--- config.mk ---
export PLATFORM = sky130hd
export DESIGN_NAME = mp4_movie_header_duration_flat
export DESIGN_NICKNAME = d
export VERILOG_FILES = /design/src/hw/rtl/mvhd_pkg.sv /design/src/hw/rtl/mvhd_ifs.sv /design/src/hw/rtl/mvhd_div.sv /design/src/hw/rtl/mvhd_dp.sv /design/src/hw/rtl/mvhd_ctrl.sv /design/src/hw/rtl/mp4_movie_header_duration.sv /design/src/flat_wrapper.sv
export SDC_FILE = /design/constraint.sdc
export NUM_CORES = 1
export LEC_CHECK = 0
export ABC_AREA = 1
export BUFFER_PORTS_ARGS = -buffer_cell sky130_fd_sc_hd__buf_2
export CELL_PAD_IN_SITES_DETAIL_PLACEMENT = 1
export CELL_PAD_IN_SITES_GLOBAL_PLACEMENT = 2
export CORE_ASPECT_RATIO = 1.25
export CORE_UTILIZATION = 34
export DETAILED_ROUTE_END_ITERATION = 10
export GPL_TIMING_DRIVEN = 0
export HOLD_SLACK_MARGIN = 0.12
export PLACE_DENSITY_LB_ADDON = 0.2
export SLEW_MARGIN = 30
export SYNTH_ARGS = -nofsm -noshare
export SYNTH_HDL_FRONTEND = slang
export SYNTH_HIERARCHICAL = 1
export SYNTH_SLANG_ARGS = --single-unit
--- constraint.sdc ---
create_clock -name clk -period 7.1 [get_ports clk]
set_input_delay 1.42 -clock clk [delete_from_list [all_inputs] [get_ports clk]]
set_output_delay 1.42 -clock clk [all_outputs]
set_load 0.02 [all_outputs]
--- src/hw/rtl/mvhd_pkg.sv ---
// ----------------------------------------------------------------------------
// mvhd_pkg: shared types and constants
// Parse states, result status codes, controller/datapath command and status
// groups, and the field sizes of the movie header.
// ----------------------------------------------------------------------------
package mvhd_pkg;

  localparam logic [31:0] TAG_MVHD = 32'h6D76_6864;

  localparam int CNT_W = 5;
  localparam logic [CNT_W-1:0] SKIP_SHORT  = CNT_W'(11);
  localparam logic [CNT_W-1:0] SKIP_LONG   = CNT_W'(19);
  localparam logic [CNT_W-1:0] SCALE_BYTES = CNT_W'(4);
  localparam logic [CNT_W-1:0] UNITS_SHORT = CNT_W'(4);
  localparam logic [CNT_W-1:0] UNITS_LONG  = CNT_W'(8);

  localparam logic [7:0] VERSION_LONG = 8'd1;

  localparam int UNITS_W   = 64;
  localparam int SCALE_W   = 32;
  localparam int DIV_CNT_W = $clog2(UNITS_W);

  typedef enum logic [1:0] {
    STAT_OK   = 2'd0,
    STAT_ZERO = 2'd1,
    STAT_MISS = 2'd2
  } status_t;

  typedef enum logic [2:0] {
    ST_SEARCH,
    ST_VERSION,
    ST_SKIP,
    ST_SCALE,
    ST_UNITS,
    ST_DONE,
    ST_DIVIDE
  } state_t;

  typedef struct packed {
    logic shift_tag;
    logic load_version;
    logic dec_count;
    logic load_scale_count;
    logic load_units_count;
    logic shift_scale;
    logic shift_units;
    logic clear;
    logic div_start;
    logic out_load_zero;
    logic out_load_miss;
    logic out_load_div;
  } ctrl_cmd_t;

  typedef struct packed {
    logic tag_hit;
    logic count_one;
    logic fields_nonzero;
    logic div_busy;
    logic out_free;
  } dp_stat_t;

endpackage

--- src/hw/rtl/mvhd_ifs.sv ---
// ----------------------------------------------------------------------------
// mvhd stream interfaces
// Valid/ready channels for the file bytes and for the header results.
// ----------------------------------------------------------------------------
interface mvhd_in_if;
  logic       valid;
  logic       ready;
  logic [7:0] byte_value;
  logic       last_byte;

  modport source (output valid, output byte_value, output last_byte, input ready);
  modport sink   (input valid, input byte_value, input last_byte, output ready);
endinterface

interface mvhd_out_if;
  logic        valid;
  logic        ready;
  logic [63:0] duration_seconds;
  logic [31:0] time_scale;
  logic [63:0] time_units;
  logic [1:0]  status;

  modport source (output valid, output duration_seconds, output time_scale,
                  output time_units, output status, input ready);
  modport sink   (input valid, input duration_seconds, input time_scale,
                  input time_units, input status, output ready);
endinterface

--- src/hw/rtl/mvhd_div.sv ---
// ----------------------------------------------------------------------------
// mvhd_div: iterative unsigned divider
// Restoring division of the duration by the timescale, one quotient bit
// per cycle.
// ----------------------------------------------------------------------------
module mvhd_div (
  input  logic                         clk,
  input  logic                         rst_n,
  input  logic                         start,
  input  logic [mvhd_pkg::UNITS_W-1:0] dividend,
  input  logic [mvhd_pkg::SCALE_W-1:0] divisor,
  output logic                         busy,
  output logic [mvhd_pkg::UNITS_W-1:0] quotient
);

  logic                           busy_r, busy_nxt;
  logic [mvhd_pkg::DIV_CNT_W-1:0] cnt_r, cnt_nxt;
  logic [mvhd_pkg::UNITS_W-1:0]   quo_r, quo_nxt;
  logic [mvhd_pkg::SCALE_W-1:0]   rem_r, rem_nxt;
  logic [mvhd_pkg::SCALE_W-1:0]   dsr_r, dsr_nxt;
  logic [mvhd_pkg::SCALE_W:0]     rem_sh;
  logic                           ge;

  assign rem_sh = {rem_r, quo_r[mvhd_pkg::UNITS_W-1]};
  assign ge     = rem_sh >= {1'b0, dsr_r};

  always_comb begin
    busy_nxt = busy_r;
    cnt_nxt  = cnt_r;
    quo_nxt  = quo_r;
    rem_nxt  = rem_r;
    dsr_nxt  = dsr_r;
    if (start) begin
      busy_nxt = 1'b1;
      cnt_nxt  = '0;
      quo_nxt  = dividend;
      rem_nxt  = '0;
      dsr_nxt  = divisor;
    end else if (busy_r) begin
      quo_nxt = {quo_r[mvhd_pkg::UNITS_W-2:0], ge};
      rem_nxt = ge ? mvhd_pkg::SCALE_W'(rem_sh - {1'b0, dsr_r})
                   : mvhd_pkg::SCALE_W'(rem_sh);
      cnt_nxt = cnt_r + 1'b1;
      if (cnt_r == '1) begin
        busy_nxt = 1'b0;
      end
    end
  end

  always_ff @(posedge clk) begin
    if (!rst_n) begin
      busy_r <= 1'b0;
      cnt_r  <= '0;
    end else begin
      busy_r <= busy_nxt;
      cnt_r  <= cnt_nxt;
    end
    quo_r <= quo_nxt;
    rem_r <= rem_nxt;
    dsr_r <= dsr_nxt;
  end

  assign busy     = busy_r;
  assign quotient = quo_r;

endmodule

--- src/hw/rtl/mvhd_dp.sv ---
// ----------------------------------------------------------------------------
// mvhd_dp: header datapath
// Tag window, byte counter, field accumulators, divider and result register.
// ----------------------------------------------------------------------------
module mvhd_dp (
  input  logic                         clk,
  input  logic                         rst_n,
  input  mvhd_pkg::ctrl_cmd_t          cmd,
  input  logic [7:0]                   byte_value,
  input  logic                         out_ready,
  output mvhd_pkg::dp_stat_t           stat,
  output logic                         out_valid,
  output logic [mvhd_pkg::UNITS_W-1:0] out_secs,
  output logic [mvhd_pkg::SCALE_W-1:0] out_scale,
  output logic [mvhd_pkg::UNITS_W-1:0] out_units,
  output logic [1:0]                   out_status
);

  logic [31:0]                  tag_r, tag_nxt, tag_shift;
  logic [mvhd_pkg::CNT_W-1:0]   cnt_r, cnt_nxt;
  logic                         long_r, long_nxt;
  logic [mvhd_pkg::SCALE_W-1:0] scale_r, scale_nxt;
  logic [mvhd_pkg::UNITS_W-1:0] units_r, units_nxt, units_shift;
  logic [mvhd_pkg::SCALE_W-1:0] res_scale_r;
  logic [mvhd_pkg::UNITS_W-1:0] res_units_r;
  logic                         out_valid_r, out_valid_nxt;
  logic [mvhd_pkg::UNITS_W-1:0] out_secs_r;
  logic [mvhd_pkg::SCALE_W-1:0] out_scale_r;
  logic [mvhd_pkg::UNITS_W-1:0] out_units_r;
  mvhd_pkg::status_t            out_status_r;
  logic                         div_busy;
  logic [mvhd_pkg::UNITS_W-1:0] quotient;
  logic                         is_long;

  assign tag_shift   = {tag_r[23:0], byte_value};
  assign units_shift = {units_r[mvhd_pkg::UNITS_W-9:0], byte_value};
  assign is_long     = byte_value == mvhd_pkg::VERSION_LONG;

  mvhd_div u_div (
    .clk      (clk),
    .rst_n    (rst_n),
    .start    (cmd.div_start),
    .dividend (units_shift),
    .divisor  (scale_r),
    .busy     (div_busy),
    .quotient (quotient)
  );

  always_comb begin
    tag_nxt   = tag_r;
    cnt_nxt   = cnt_r;
    long_nxt  = long_r;
    scale_nxt = scale_r;
    units_nxt = units_r;
    if (cmd.clear) begin
      tag_nxt   = '0;
      cnt_nxt   = '0;
      long_nxt  = 1'b0;
      scale_nxt = '0;
      units_nxt = '0;
    end else begin
      if (cmd.shift_tag) begin
        tag_nxt = tag_shift;
      end
      if (cmd.shift_scale) begin
        scale_nxt = {scale_r[mvhd_pkg::SCALE_W-9:0], byte_value};
      end
      if (cmd.shift_units) begin
        units_nxt = units_shift;
      end
      if (cmd.load_version) begin
        long_nxt = is_long;
        cnt_nxt  = is_long ? mvhd_pkg::SKIP_LONG : mvhd_pkg::SKIP_SHORT;
      end else if (cmd.load_scale_count) begin
        cnt_nxt = mvhd_pkg::SCALE_BYTES;
      end else if (cmd.load_units_count) begin
        cnt_nxt = long_r ? mvhd_pkg::UNITS_LONG : mvhd_pkg::UNITS_SHORT;
      end else if (cmd.dec_count) begin
        cnt_nxt = cnt_r - 1'b1;
      end
    end
  end

  always_comb begin
    out_valid_nxt = out_valid_r;
    if (cmd.out_load_zero || cmd.out_load_miss || cmd.out_load_div) begin
      out_valid_nxt = 1'b1;
    end else if (out_ready) begin
      out_valid_nxt = 1'b0;
    end
  end

  always_ff @(posedge clk) begin
    if (!rst_n) begin
      tag_r       <= '0;
      cnt_r       <= '0;
      long_r      <= 1'b0;
      scale_r     <= '0;
      units_r     <= '0;
      out_valid_r <= 1'b0;
    end else begin
      tag_r       <= tag_nxt;
      cnt_r       <= cnt_nxt;
      long_r      <= long_nxt;
      scale_r     <= scale_nxt;
      units_r     <= units_nxt;
      out_valid_r <= out_valid_nxt;
    end
  end

  always_ff @(posedge clk) begin
    if (cmd.div_start) begin
      res_scale_r <= scale_r;
      res_units_r <= units_shift;
    end
    if (cmd.out_load_zero) begin
      out_secs_r   <= '0;
      out_scale_r  <= scale_r;
      out_units_r  <= units_shift;
      out_status_r <= mvhd_pkg::STAT_ZERO;
    end else if (cmd.out_load_miss) begin
      out_secs_r   <= '0;
      out_scale_r  <= '0;
      out_units_r  <= '0;
      out_status_r <= mvhd_pkg::STAT_MISS;
    end else if (cmd.out_load_div) begin
      out_secs_r   <= quotient;
      out_scale_r  <= res_scale_r;
      out_units_r  <= res_units_r;
      out_status_r <= mvhd_pkg::STAT_OK;
    end
  end

  assign stat.tag_hit        = tag_shift == mvhd_pkg::TAG_MVHD;
  assign stat.count_one      = cnt_r == mvhd_pkg::CNT_W'(1);
  assign stat.fields_nonzero = (scale_r != '0) && (units_shift != '0);
  assign stat.div_busy       = div_busy;
  assign stat.out_free       = !out_valid_r || out_ready;

  assign out_valid  = out_valid_r;
  assign out_secs   = out_secs_r;
  assign out_scale  = out_scale_r;
  assign out_units  = out_units_r;
  assign out_status = out_status_r;

endmodule

--- src/hw/rtl/mvhd_ctrl.sv ---
// ----------------------------------------------------------------------------
// mvhd_ctrl: parse controller
// Steps through tag search, version, skip, timescale and duration fields,
// then loads the result register, after the divider when both are nonzero.
// ----------------------------------------------------------------------------
module mvhd_ctrl (
  input  logic                clk,
  input  logic                rst_n,
  input  logic                in_valid,
  input  logic                in_last,
  output logic                in_ready,
  input  mvhd_pkg::dp_stat_t  stat,
  output mvhd_pkg::ctrl_cmd_t cmd
);

  mvhd_pkg::state_t state_r, state_nxt;
  logic             last_pend_r, last_pend_nxt;
  logic             accept;
  logic             units_done;

  assign in_ready   = (state_r != mvhd_pkg::ST_DIVIDE) && stat.out_free;
  assign accept     = in_valid && in_ready;
  assign units_done = accept && (state_r == mvhd_pkg::ST_UNITS) && stat.count_one;

  always_comb begin
    state_nxt     = state_r;
    last_pend_nxt = last_pend_r;
    unique case (state_r)
      mvhd_pkg::ST_SEARCH: begin
        if (accept && stat.tag_hit) state_nxt = mvhd_pkg::ST_VERSION;
      end
      mvhd_pkg::ST_VERSION: begin
        if (accept) state_nxt = mvhd_pkg::ST_SKIP;
      end
      mvhd_pkg::ST_SKIP: begin
        if (accept && stat.count_one) state_nxt = mvhd_pkg::ST_SCALE;
      end
      mvhd_pkg::ST_SCALE: begin
        if (accept && stat.count_one) state_nxt = mvhd_pkg::ST_UNITS;
      end
      mvhd_pkg::ST_UNITS: begin
        if (units_done) begin
          if (stat.fields_nonzero) begin
            state_nxt     = mvhd_pkg::ST_DIVIDE;
            last_pend_nxt = in_last;
          end else begin
            state_nxt = mvhd_pkg::ST_DONE;
          end
        end
      end
      mvhd_pkg::ST_DONE: begin
        state_nxt = mvhd_pkg::ST_DONE;
      end
      mvhd_pkg::ST_DIVIDE: begin
        if (!stat.div_busy && stat.out_free) begin
          state_nxt     = last_pend_r ? mvhd_pkg::ST_SEARCH : mvhd_pkg::ST_DONE;
          last_pend_nxt = 1'b0;
        end
      end
      default: begin
        state_nxt = mvhd_pkg::ST_SEARCH;
      end
    endcase
    if (accept && in_last && state_nxt != mvhd_pkg::ST_DIVIDE) begin
      state_nxt = mvhd_pkg::ST_SEARCH;
    end
  end

  always_comb begin
    cmd = '0;
    unique case (state_r)
      mvhd_pkg::ST_SEARCH: begin
        cmd.shift_tag = accept;
      end
      mvhd_pkg::ST_VERSION: begin
        cmd.load_version = accept;
      end
      mvhd_pkg::ST_SKIP: begin
        cmd.dec_count        = accept;
        cmd.load_scale_count = accept && stat.count_one;
      end
      mvhd_pkg::ST_SCALE: begin
        cmd.shift_scale      = accept;
        cmd.dec_count        = accept;
        cmd.load_units_count = accept && stat.count_one;
      end
      mvhd_pkg::ST_UNITS: begin
        cmd.shift_units   = accept;
        cmd.dec_count     = accept;
        cmd.div_start     = units_done && stat.fields_nonzero;
        cmd.out_load_zero = units_done && !stat.fields_nonzero;
      end
      mvhd_pkg::ST_DONE: begin
        cmd.dec_count = 1'b0;
      end
      mvhd_pkg::ST_DIVIDE: begin
        cmd.out_load_div = !stat.div_busy && stat.out_free;
      end
      default: begin
        cmd = '0;
      end
    endcase
    if (accept && in_last) begin
      cmd.clear = 1'b1;
      if (!units_done && state_r != mvhd_pkg::ST_DONE) begin
        cmd.out_load_miss = 1'b1;
      end
    end
  end

  always_ff @(posedge clk) begin
    if (!rst_n) begin
      state_r     <= mvhd_pkg::ST_SEARCH;
      last_pend_r <= 1'b0;
    end else begin
      state_r     <= state_nxt;
      last_pend_r <= last_pend_nxt;
    end
  end

endmodule

--- src/hw/rtl/mp4_movie_header_duration.sv ---
// Takes one file byte per cycle while the header is searched and read and the result register is free.
// A zero-field or missing/truncated result is registered in the cycle after its byte.
// A header with nonzero fields holds input while the divider retires its 64
// quotient bits, one per cycle, and until the result register is free and loads.
// Reset is synchronous, active low, and returns the parser to tag search.
// ----------------------------------------------------------------------------
// mp4_movie_header_duration: MP4 movie header duration parser
// Finds the first mvhd tag per file, gathers timescale and duration, and
// returns whole seconds with the raw fields and a status code.
// ----------------------------------------------------------------------------
module mp4_movie_header_duration (
  input  logic              clk,
  input  logic              rst_n,
  mvhd_in_if.sink           in_ch,
  mvhd_out_if.source        out_ch
);

  mvhd_pkg::ctrl_cmd_t cmd;
  mvhd_pkg::dp_stat_t  stat;
  logic                in_ready;

  mvhd_ctrl u_ctrl (
    .clk      (clk),
    .rst_n    (rst_n),
    .in_valid (in_ch.valid),
    .in_last  (in_ch.last_byte),
    .in_ready (in_ready),
    .stat     (stat),
    .cmd      (cmd)
  );

  mvhd_dp u_dp (
    .clk        (clk),
    .rst_n      (rst_n),
    .cmd        (cmd),
    .byte_value (in_ch.byte_value),
    .out_ready  (out_ch.ready),
    .stat       (stat),
    .out_valid  (out_ch.valid),
    .out_secs   (out_ch.duration_seconds),
    .out_scale  (out_ch.time_scale),
    .out_units  (out_ch.time_units),
    .out_status (out_ch.status)
  );

  assign in_ch.ready = in_ready;

`ifndef NO_ASSERTIONS
  a_div_starts: assert property (@(posedge clk) disable iff (!rst_n)
    cmd.div_start |=> stat.div_busy)
    else $error("divider did not start");

  a_hold_while_div: assert property (@(posedge clk) disable iff (!rst_n)
    stat.div_busy |-> !in_ready)
    else $error("request accepted during division");

  a_one_load: assert property (@(posedge clk) disable iff (!rst_n)
    $onehot0({cmd.out_load_zero, cmd.out_load_miss, cmd.out_load_div}))
    else $error("conflicting result loads");

  a_load_free: assert property (@(posedge clk) disable iff (!rst_n)
    (cmd.out_load_zero || cmd.out_load_miss || cmd.out_load_div) |-> stat.out_free)
    else $error("result register overwritten");
`endif

endmodule

--- src/flat_wrapper.sv ---
// flat-port wrapper written by rule: the top's interface ports become plain ports
module mp4_movie_header_duration_flat 
  (clk, rst_n, in_ch_valid, in_ch_byte_value, in_ch_last_byte, in_ch_ready, out_ch_valid, out_ch_duration_seconds, out_ch_time_scale, out_ch_time_units, out_ch_status, out_ch_ready);
  mvhd_in_if in_ch_i ();
  mvhd_out_if out_ch_i ();
  input  logic clk;
  input  logic rst_n;
  input wire logic [$bits(in_ch_i.valid)-1:0] in_ch_valid;
  input wire logic [$bits(in_ch_i.byte_value)-1:0] in_ch_byte_value;
  input wire logic [$bits(in_ch_i.last_byte)-1:0] in_ch_last_byte;
  output wire logic [$bits(in_ch_i.ready)-1:0] in_ch_ready;
  output wire logic [$bits(out_ch_i.valid)-1:0] out_ch_valid;
  output wire logic [$bits(out_ch_i.duration_seconds)-1:0] out_ch_duration_seconds;
  output wire logic [$bits(out_ch_i.time_scale)-1:0] out_ch_time_scale;
  output wire logic [$bits(out_ch_i.time_units)-1:0] out_ch_time_units;
  output wire logic [$bits(out_ch_i.status)-1:0] out_ch_status;
  input wire logic [$bits(out_ch_i.ready)-1:0] out_ch_ready;
  assign in_ch_i.valid = in_ch_valid;
  assign in_ch_i.byte_value = in_ch_byte_value;
  assign in_ch_i.last_byte = in_ch_last_byte;
  assign in_ch_ready = in_ch_i.ready;
  assign out_ch_valid = out_ch_i.valid;
  assign out_ch_duration_seconds = out_ch_i.duration_seconds;
  assign out_ch_time_scale = out_ch_i.time_scale;
  assign out_ch_time_units = out_ch_i.time_units;
  assign out_ch_status = out_ch_i.status;
  assign out_ch_i.ready = out_ch_ready;
  mp4_movie_header_duration u_core (.clk(clk), .rst_n(rst_n), .in_ch(in_ch_i), .out_ch(out_ch_i));
endmodule
# [After elaboration in Yosys (flattened, before gate mapping)]
# Index checks and enable logic that the tools add are counted.
[word_totals] regBits=484 input_bits=13 wordCells=120
[classes] addsub=3 n_lt_le_gt_ge=1 n_eq_ne=16 n_mux=46 bitwise_logic=1 reduce_logical=35
[ops] cell="64-bit 2-to-1 mux" n=5
[ops] cell="32-bit 2-to-1 mux" n=4
[ops] cell="64-bit nonzero test" n=1
[ops] cell="33-bit by 32-bit greater-or-equal comparator with 1-bit output" n=1
[ops] cell="32-bit by 31-bit equality test with 1-bit output, second input constant" n=1
[ops] cell="32-bit nonzero test" n=1
[ops] cell="32-bit subtractor" n=1
[ops] cell="5-bit 2-to-1 mux" n=5
[ops] cell="3-bit 2-to-1 mux" n=7
[ops] cell="3-bit one-hot mux with 7 select lines" n=1
[ops] cell="1-bit 2-to-1 mux" n=17
[ops] cell="1-bit logical AND" n=13
[ops] cell="2-bit 2-to-1 mux" n=5
[ops] cell="3-bit equality test, second input constant" n=3
[ops] cell="3-bit inequality test, second input constant" n=3
[ops] cell="8-bit by 1-bit equality test with 1-bit output, second input constant" n=1
[ops] cell="2-bit nonzero test" n=4
[ops] cell="2-bit OR reduction" n=4
[ops] cell="6-bit by 1-bit adder with 6-bit output, second input constant" n=1
[ops] cell="3-bit by 2-bit equality test with 1-bit output, second input constant" n=2
[ops] cell="6-bit equality test, second input constant" n=1
[ops] cell="2-bit inequality test, second input constant" n=3
[ops] cell="5-bit by 1-bit equality test with 1-bit output, second input constant" n=1
[ops] cell="5-bit by 1-bit subtractor with 5-bit output, second input constant" n=1
[ops] cell="other kinds (11)" n=16

# [Logic depth before layout (Yosys ltp)]
[depth] word_depth=13 depth_mapped=17 depth_no_buf=16

# [By module]
# The synthesis kept the hierarchy.
[modules_own_cells] mod="mvhd_dp" n_inst=1 cells_per_inst=1311 area_per_inst_um2=13724.4
[modules_own_cells] mod="mvhd_div" n_inst=1 cells_per_inst=1130 area_per_inst_um2=8149.1
[modules_own_cells] mod="mvhd_ctrl" n_inst=1 cells_per_inst=74 area_per_inst_um2=424.2

# [Worst setup path before layout]
# No wires, ideal clock.
[synth_path] path_kind="input to register" from="input port in_ch_byte_value[1]" to="register u_core.u_dp.u_div.quo_r, in the netlist u_core/u_dp/u_div/quotient[0], enable pin" setup_ns=0.454 arrival_ns=7.098 slack_ns=-0.452 path_stages=12 path_cell_list="inv_1 -> nand3_1 -> nor2_1 -> nand2_1 -> nor2_1 -> a21oi_1 -> nand3_2 -> inv_1 -> clkbuf_1 -> nor2_1 -> inv_1 -> clkbuf_1"
[synth_lines] item="start, declared" line="flat_wrapper.sv:9" source="input wire logic [$bits(in_ch_i.byte_value)-1:0] in_ch_byte_value;"
[synth_lines] item="end signal, assigned" line="mvhd_div.sv:58" source="quo_r <= quo_nxt;"
[synth_lines] item="end, declared" line="mvhd_div.sv:18" source="logic [mvhd_pkg::UNITS_W-1:0] quo_r, quo_nxt;"

==> impl_results.md <==
- Worst-Margin Slew: 785 ps
- Synthesized Nets: 2564
- Reg2Reg Depth: 16
- Finished Layout Cells: 3647
- Worst-case clock buffer depth: 3
- Hold Crit Start: u_core/u_dp/out_secs[12]
- Mux cell area share after synthesis: 0%
- Setup violators final: 0
- Pin count of the biggest net entering global routing: 69
- Vias/cell: 4.83
- Leakage power: 11.1 nW
- Synth area leader: edfxtp_1
- Cts hold-fix bufs: 0
- Max VDD drop: 0.201 mV
- Unique masters post-synth: 40
- Input/output buffers: 176
- Compound-Gate Fraction of Synth Area: 9.93%
- Area grow syn2layout: 17.2%
- Max-capacitance violation count: 0
- Post-Synth Simple-Gate Area: 20.1%
- DR vias: 17600
- Reg-to-Reg Start: u_core/u_dp/scale_r[0]
- Top-count cell post-synth: nand2_1
- CP Launch Point: in_ch_byte_value[5]
- Post-synthesis adder-cell area fraction: 2.05%
- PwrDens: 234 nW/µm²
- Global-route wire length before repair: 111 mm
- Antenna diode count: 0
- Slew HR: 47.6%
- Nets: 2803
- Die Area: 66600 µm²
- R2R Path End: u_core/u_dp/u_div/quotient[35]
- # Post-CTS Setup Buffers: 0
- Fillers: 7592
- IO Pins: 177
- Synthesized instance count: 2515
- FF+latch count, synth: 516
- Post-synth top area share: 38.8%
- Die H: 288 µm
- Minimum clock period: 5510 ps
- Antenna violations before repair: 0
- WHS: 460 ps
- Worst Setup Start Kind: primary input
- RSZ-0062 raised after global routing: false
- Cell area after synthesis: 22300 µm²
- Async SR Flop Fraction: 0%
- Clock Latency Late Sink: 600 ps
- Core area: 64700 µm²
- PostCTS Resize Cnt: 0
- Hold Path Class: register to register
- Final Hold Fails: 0
- Number of synthesized flops with an enable pin: 288
- Most frequently used flop master after synthesis: edfxtp_1
- DP HPWL: 55.7 mm
- Worst EP arrival: 5820 ps
- CTS Buf Count: 53
- First drt pass iteration count: 5
- Fin. max-slew vios: 0
- Routed WL: 72.7 mm
- Main area contributors after synthesis: edfxtp_1 39%, dfxtp_1 20%, nand2_1 14%
- Std-Cell Rows: 104
- Iter 0 DRT Violations: 755
- Highest clock rate: 182 MHz
- Clock sinks: 516
- Critical Path End Type: register
- Total GRT Usage: 21.8%
- Cells on Worst Hold Path: 2
- Clock tree from TritonCTS: built
- Gpl congestion: 0.867
- Worst-path fanout max: 43
- Status: completed
- Initial core utilization: 34.5%
- Layout cell share with drive strength beyond 1: 12.8%
- Seq/Total Area, Yosys: 59.3%
- Layout Skew: 33.1 ps
- Inst Count DP: 3547
- Period utilization: 77.5%
- Tot Pwr: 6.12 mW
- Antenna viol nets, final: 0
- Reg2Reg Setup Slack: 2520 ps
- Largest family of logic cells by synthesized area: simple AND/OR/NAND/NOR gates
- CTS H-tree lvls: 2
- Dpl cell area: 24500 µm²
- Synth Area in XOR/XNOR: 0.589%
- Synth warn: 6
- Hold EP: u_core/u_dp/out_secs[12]
- WL/cell: 19.9 µm
- Clk pin slew, worst setup/hold paths: 60 ps
- CTS Root Cell: clkbuf_16
- Top post-synthesis cells by count: 804 x nand2_1, 319 x inv_1, 288 x edfxtp_1
- Final instance area: 26100 µm²
- Critical Path RT: 7420 ps
- Die Wd: 231 µm
- Setup CP Type: primary input to register
- Syn Area/Cell: 8.87 µm²
- Drt drc: 0
- Grt ovf: 0
- Vias in the first global route: 18700
-- logic make-up (layout without fill, tap and decap cells) --
group / count (synthesis) / count (layout)
flops: 516 / 516
compound gates: 435 / 435
simple gates: 1082 / 1082
xor+xnor: 15 / 15
fa+ha+maj: 36 / 36
buf+inv: 431 / 715
-- stage by stage --
step / setup slack [ps] / util (%) / setup TNS [ps]
after floorplan: 792 / - / 0
after global placement: -3390 / 37.5 / -300940
after detailed placement: 809 / 37.8 / 0
after CTS: 1450 / 40.4 / 0
after global routing: 1370 / 40.4 / 0
final: 1590 / 40.4 / 0
-- registers in the layout (all words and copies together), names as in the netlist, 56 cells and up --
| name | flops |
|---|---|
| u_core/u_dp/u_div/quotient | 64 |
| u_core/u_dp/out_units | 64 |
| u_core/u_dp/units_r | 56 |
| u_core/u_dp/out_secs | 64 |
| u_core/u_dp/res_units_r | 64 |
-- routing by layer --
layer	wire, µm	GRT usage, %	vias to the layer above
li1	-	-	8674
met1	30800	26.1	8571
met2	37200	39.7	268
met3	2090	2.66	111
met4	2670	8.54	0
met5	0	0	-
-- cell type report --
type	count	area, µm²	share of cell area (%)
Inverter	325	1230	4.70
Sequential cell	516	13200	50.5
Clock buffer	81	1560	5.98
Timing Repair Buffer	184	1080	4.13
Clock inverter	19	125	0.479
Buffer	106	578	2.21
Tap cell	848	1060	4.06
Multi-Input combinational cell	1568	7290	27.9
-- cells in the final DEF (no fill, tap or decap), types with 13 or more instances in the layout --
| cell type | netlist | layout |
|---|---|---|
| nand3_1 | 94 | 94 |
| dfxtp_1 | 228 | 228 |
| nor2_1 | 89 | 89 |
| a21oi_1 | 209 | 209 |
| nand4_1 | 35 | 35 |
| nand2_1 | 804 | 804 |
| edfxtp_1 | 288 | 288 |
| clkbuf_1 | 36 | 50 |
| o21ai_1 | 33 | 33 |
| nand3b_1 | 15 | 15 |
| ha_1 | 35 | 35 |
| buf_2 | 41 | 217 |
| inv_1 | 319 | 317 |
| o21ai_0 | 179 | 179 |
| xnor2_1 | 13 | 13 |
| clkbuf_16 | 0 | 55 |
-- how the worst max path moves through the flow --
stage               slack [ps]  cells after the start                              to
CTS                       1450                     17  u_core/u_dp/u_div/quotient[35]
finish                    1590                     17  u_core/u_dp/u_div/quotient[35]
detailed placement         810                     17  u_core/u_dp/u_div/quotient[42]
floorplan                  790                     12   u_core/u_dp/u_div/quotient[0]
global placement         -3390                     13  u_core/u_dp/u_div/quotient[42]
global route              1370                     17  u_core/u_dp/u_div/quotient[13]
-- worst max-delay path, stage by stage --
cell,delay (ps)
buf_2,140
inv_1,350
nand4_1,330
nor2_1,170
nand2_1,120
nor2_1,110
a21oi_1,110
nand3_2,140
clkinvlp_4,320
buf_16,290
buf_12,180
buf_12,170
clkbuf_2,370
nor2_1,540
inv_1,210
clkbuf_4,410
buf_16,310
-- report_power, final --
group / leakage [nW] / internal (mW) / total, mW / switching, mW
Clock: 0.825 / 1.55 / 2.73 / 1.18
Sequential: 4.76 / 3.16 / 3.18 / 0.0152
Combinational: 5.52 / 0.0554 / 0.208 / 0.152
No activity file was read; power rests on OpenSTA's default activity.
